**config.mk**
```make
export PLATFORM = sky130hd
export DESIGN_NAME = spk_cell
export DESIGN_NICKNAME = d
export VERILOG_FILES = /design/src/hw/rtl/spk_pkg.sv /design/src/hw/rtl/spk_cell.sv
export SDC_FILE = /design/constraint.sdc
export NUM_CORES = 1
export LEC_CHECK = 0
export BUFFER_PORTS_ARGS = -buffer_cell sky130_fd_sc_hd__buf_2
export CORE_MARGIN = 1
export CORE_UTILIZATION = 51
export DETAILED_ROUTE_END_ITERATION = 8
export PLACE_DENSITY_LB_ADDON = 0.3
export SLEW_MARGIN = 20
export SYNTH_ARGS = -nofsm -noshare
export SYNTH_HDL_FRONTEND = slang
export SYNTH_SLANG_ARGS = --single-unit
```
**constraint.sdc**
```tcl
create_clock -name clk -period 4.7 [get_ports clk]
set_input_delay 0 -clock clk [delete_from_list [all_inputs] [get_ports clk]]
set_output_delay 0 -clock clk [all_outputs]
set_load 0.03 [all_outputs]
```
**src/hw/rtl/spk_pkg.sv**
```systemverilog
// Shared widths, status codes, register indexes and the scan token type.
`default_nettype none
package spk_pkg;

  localparam int DIM_W   = 13;  // pixel sizes and fill columns
  localparam int POS_W   = 12;  // reported and stored positions
  localparam int STAT_W  = 2;
  localparam int CFG_IDX_W = 1;
  localparam int TALL_SHIFT = 3;  // shelf slack is h / 8

  localparam int MAX_SHELVES_DEF = 64;

  localparam logic [DIM_W-1:0] PAGE_SIZE_RST = 13'd2048;

  // result status codes
  localparam logic [STAT_W-1:0] STAT_PLACED     = 2'd0;
  localparam logic [STAT_W-1:0] STAT_NEW_SHELF  = 2'd1;
  localparam logic [STAT_W-1:0] STAT_PAGE_FULL  = 2'd2;
  localparam logic [STAT_W-1:0] STAT_TABLE_FULL = 2'd3;

  // configuration register indexes
  localparam logic [CFG_IDX_W-1:0] REG_PAGE_WIDTH  = 1'd0;
  localparam logic [CFG_IDX_W-1:0] REG_PAGE_HEIGHT = 1'd1;

  // request token that walks the shelf chain
  typedef struct packed {
    logic              valid;
    logic              done;
    logic [STAT_W-1:0] status;
    logic [DIM_W-1:0]  w;
    logic [DIM_W-1:0]  h;
    logic [POS_W-1:0]  x;
    logic [POS_W-1:0]  y;
  } tok_t;

endpackage
`default_nettype wire

```
**src/hw/rtl/spk_cell.sv**
```systemverilog
// One shelf cell: holds a shelf, tests the passing token and hands it on.
`default_nettype none
module spk_cell #(
  parameter int CNT_W = 7
) (
  input  wire logic                      clk,
  input  wire logic                      rst_n,
  input  wire logic [spk_pkg::DIM_W-1:0] page_width,
  input  wire logic [spk_pkg::DIM_W-1:0] new_tall,
  input  wire logic [spk_pkg::DIM_W-1:0] next_row,
  input  wire logic                      page_fits,
  input  wire spk_pkg::tok_t             tok_i,
  input  wire logic [CNT_W-1:0]          rem_i,
  output spk_pkg::tok_t                  tok_o,
  output logic [CNT_W-1:0]               rem_o
);

  logic [spk_pkg::POS_W-1:0] top_r;
  logic [spk_pkg::DIM_W-1:0] tall_r;
  logic [spk_pkg::DIM_W-1:0] fill_r;

  spk_pkg::tok_t          tok_r, tok_nxt;
  logic [CNT_W-1:0]       rem_r, rem_nxt;
  logic                   occupied;
  logic                   live;
  logic                   hit;
  logic                   open;
  logic [spk_pkg::DIM_W:0] fill_end;

  // shelf i is in use while the count carried with the token is nonzero
  assign occupied = (rem_i != '0);
  assign live     = tok_i.valid && !tok_i.done;
  assign fill_end = {1'b0, fill_r} + {1'b0, tok_i.w};
  assign hit      = live && occupied && (tok_i.h <= tall_r) &&
                    (fill_end <= {1'b0, page_width});
  assign open     = live && !occupied && page_fits;

  // mark the token with the placement made here
  always_comb begin
    tok_nxt = tok_i;
    rem_nxt = occupied ? rem_i - 1'b1 : '0;
    if (hit) begin
      tok_nxt.done   = 1'b1;
      tok_nxt.status = spk_pkg::STAT_PLACED;
      tok_nxt.x      = fill_r[spk_pkg::POS_W-1:0];
      tok_nxt.y      = top_r;
    end else if (open) begin
      tok_nxt.done   = 1'b1;
      tok_nxt.status = spk_pkg::STAT_NEW_SHELF;
      tok_nxt.x      = '0;
      tok_nxt.y      = next_row[spk_pkg::POS_W-1:0];
    end
  end

  // shelf storage: advance fill on a hit, load a fresh shelf on open
  always_ff @(posedge clk) begin
    if (hit) begin
      fill_r <= fill_end[spk_pkg::DIM_W-1:0];
    end else if (open) begin
      top_r  <= next_row[spk_pkg::POS_W-1:0];
      tall_r <= new_tall;
      fill_r <= tok_i.w;
    end
  end

  // hand the token to the next cell
  always_ff @(posedge clk) begin
    if (!rst_n) begin
      tok_r.valid <= 1'b0;
    end else begin
      tok_r <= tok_nxt;
    end
  end

  always_ff @(posedge clk) begin
    rem_r <= rem_nxt;
  end

  assign tok_o = tok_r;
  assign rem_o = rem_r;

endmodule
`default_nettype wire

```
==> flow_summary.ini <==
[run_status]
outcome = finished clean

[sta]
relSlewSlack_pct = 30.0
setup_viol = 0
fin_crit_ps = 4360
finClkSkew_ps = 17.2
slew_viol_final = 0
rsz0062_at_grt = no
fmax_ghz = 0.230
worst_pin_slew_ps = 1050
finalHoldViolCount = 0
fin_crit_sh_pct = 92.7
fin_tns_setup_ps = 0

[setup_path]
critical_path.cell_chain = ha_1 -> inv_1 -> fa_1 -> nand2b_1 -> a211oi_1 -> o21ai_0 -> o311ai_2 -> ha_1 -> and3_1 -> a221oi_1 -> nand2_1 -> o21ai_0 -> o2111ai_4 -> buf_4 -> mux2_4
cp.required_ps = 4830
end_kind = flip-flop
critPathBufInv = 2
slowest_stage = fa_1
cp.arrival_ps = 4490
start_kind = flip-flop
crit_family = compound AO/OA/AOI/OAI gates
crit_fanout = 24
crit_path_max_incr_delay_ps = 400
crit_type = reg2reg

[route]
via_per_inst = 5.11
drc_errors = 0
finalWirelength_um = 12300
wl_per_cell_um = 15.9
num_vias = 3926
dr.pass1.iters = 4
dr.first_iter.drc_count = 102
postRouteAntennaNets = 0

[place]
finalWeightedCongestion = 0.861
numPortBuffers = 162
dp_hpwl_um = 8130

[logic_synthesis]
syn_area_per_cell_um2 = 13.2
synth_area_leader_cell = edfxtp_1
postSynthNetCount = 534
synth_area_mm2 = 0.00514
synth_ff_type = edfxtp_1
ys_types = 46
ys_ff_latch = 99
synth_top_cell_area_share_pct = 53.2
ys_warn_count = 0
async_flop_share_pct = 0
synth_edf_count = 91
synth_seq_area_share_pct = 56.3
netlist_top_cells_area = edfxtp_1 53%, ha_1 10%, mux2_4 6.7%, inv_1 3.4%, dfxtp_1 3.1%
synth_cells = 389

[clocking]
path_clk_slew_ps = 100
clock_tree.buffer_depth = 2
h-tree-depth = 3
cts_buffers = 9
cts_tree = built
clockRootBuffer = clkbuf_8
clock-sinks = 99
worstSkewPairLatency_ps = 380
cts_setup_buffers = 0

[global_routing]
grt_antenna_before_repair = 0
grt_pass1_vias = 4215
grt_pass1_wl_um = 19100
grt_max_degree = 55
grt_usage_pct = 24.5
overflow = 0

[die]
die_y_um = 102
start_util_pct = 52.6
dieArea_mm2 = 0.0105
core_mm2 = 0.00977
die_x_um = 102
rows = 36
io_pins = 164

[layout]
fillers = 690
drive_gt1_share_pct = 34.9
layout_common_cells = 162 x buf_2, 91 x edfxtp_1, 74 x dlygate4sd3_1
final_common_cell = buf_2
layout.nets = 776
num_antenna_cells = 0
synthToLayoutAreaGrowth_pct = 36.9

[min_path]
hold_class = in2reg

[pwr]
power.density_mw_per_mm2 = 286
ir_drop_mv = 0.155
p_total_uw = 2010
leakage_uw = 0.00335

[run]
cap_violations = 0
==> logic make-up after synthesis <==
| group | after synthesis | share of synthesized area, % |
|---|---|---|
| flip-flops | 99 | 56.3 |
| XOR/XNOR | 11 | 1.88 |
| adder cells (fa/ha/maj) | 42 | 10.4 |
| AND/OR/NAND/NOR | 75 | 7.18 |
| buffers and inverters | 57 | 4.68 |
| AO/OA/AOI/OAI | 53 | 6.87 |
| multiplexers | 52 | 12.7 |
==> cell type report <==
cell class	instances	area, um^2	share of cell area [%]
sequential	99	2890	41.1
timing repair buffer	242	1600	22.7
clock buffer	9	124	1.76
inverter	46	173	2.46
clock inverter	7	57.6	0.818
tap	133	166	2.37
multi-input combinational	233	2020	28.8
==> sequential cells by signal (all words and copies together) (netlist names) <==
signal  cells
rem_o       7
tok_o      54
tall_r     13
top_r      12
fill_r     13
==> power by group <==
| group | internal, uW | switching (uW) | leakage, uW |
|---|---|---|---|
| clock | 202 | 319 | 0.0000906 |
| sequential | 1010 | 11.7 | 0.000929 |
| combinational | 208 | 256 | 0.00233 |
==> per-stage QoR <==
stage / hold WS, ps / utilization (%) / setup slack, ps / cells / cell area [um^2]
6_report: 15.3 / 72.0 / 343 / 769 / 7030
5_1_grt: 18.0 / 72.0 / 39.7 / 769 / 7030
4_1_cts: 7.09 / 71.9 / 234 / 769 / 7030
3_5_place_dp: 178 / 62.4 / 264 / 679 / 6100
3_3_place_gp: 177 / 62.4 / 469 / 679 / 6100
2_1_floorplan: 72.4 / - / 786 / 389 / 5140
==> worst register-to-register path, delay by kind of cell, from the launching register on <==
| family | cells | cell delay (ps) |
|---|---|---|
| buffers and inverters | 2 | 360 |
| flip-flops | 1 | 370 |
| AND/OR/NAND/NOR | 3 | 460 |
| multiplexers | 1 | 360 |
| adder cells (fa/ha/maj) | 3 | 870 |
| AO/OA/AOI/OAI | 6 | 1700 |
==> per-layer routing <==
layer	wire length [um]	GRT usage, %	vias up
li1	-	-	1902
met1	4980	27.0	1882
met2	6450	45.8	124
met3	587	4.45	18
met4	227	10.5	0
met5	0	0	-
==> synth_stat cells, types with 3 or more instances <==
cell type / number
edfxtp_1: 91
inv_1: 46
ha_1: 41
mux2_4: 23
nor2_1: 21
nand2_1: 20
a21oi_1: 16
mux2i_1: 15
mux2_2: 13
a21o_1: 9
nand3_1: 9
xnor2_1: 9
dfxtp_1: 8
a211oi_1: 5
clkbuf_1: 5
nand4_1: 5
o21ai_0: 5
nor3_1: 4
o21ai_1: 4
and3_1: 3
buf_2: 3
buf_6: 3
nor2b_1: 3
==> worst paths after layout <==
| path | from | endpoint | slack, ps | cells past startpoint |
|---|---|---|---|---|
| setup / recovery | fill_r[0] | fill_r[6] | 340 | 15 |
| setup reg to reg | fill_r[0] | fill_r[6] | 340 | 15 |
| hold reg to reg | top_r[5] | tok_o[5] | 550 | 1 |
| hold / removal | tok_i[15] | tok_o[15] | 20 | 3 |
==> timing repair <==
action | in CTS | in global routing
gates resized for setup | 0 | 1
endpoints found under the setup margin | 0 | 27
endpoints found under the hold margin | 85 | 0
hold buffers | 74 | 0
Note: power is estimated with default switching activity, not from simulation.
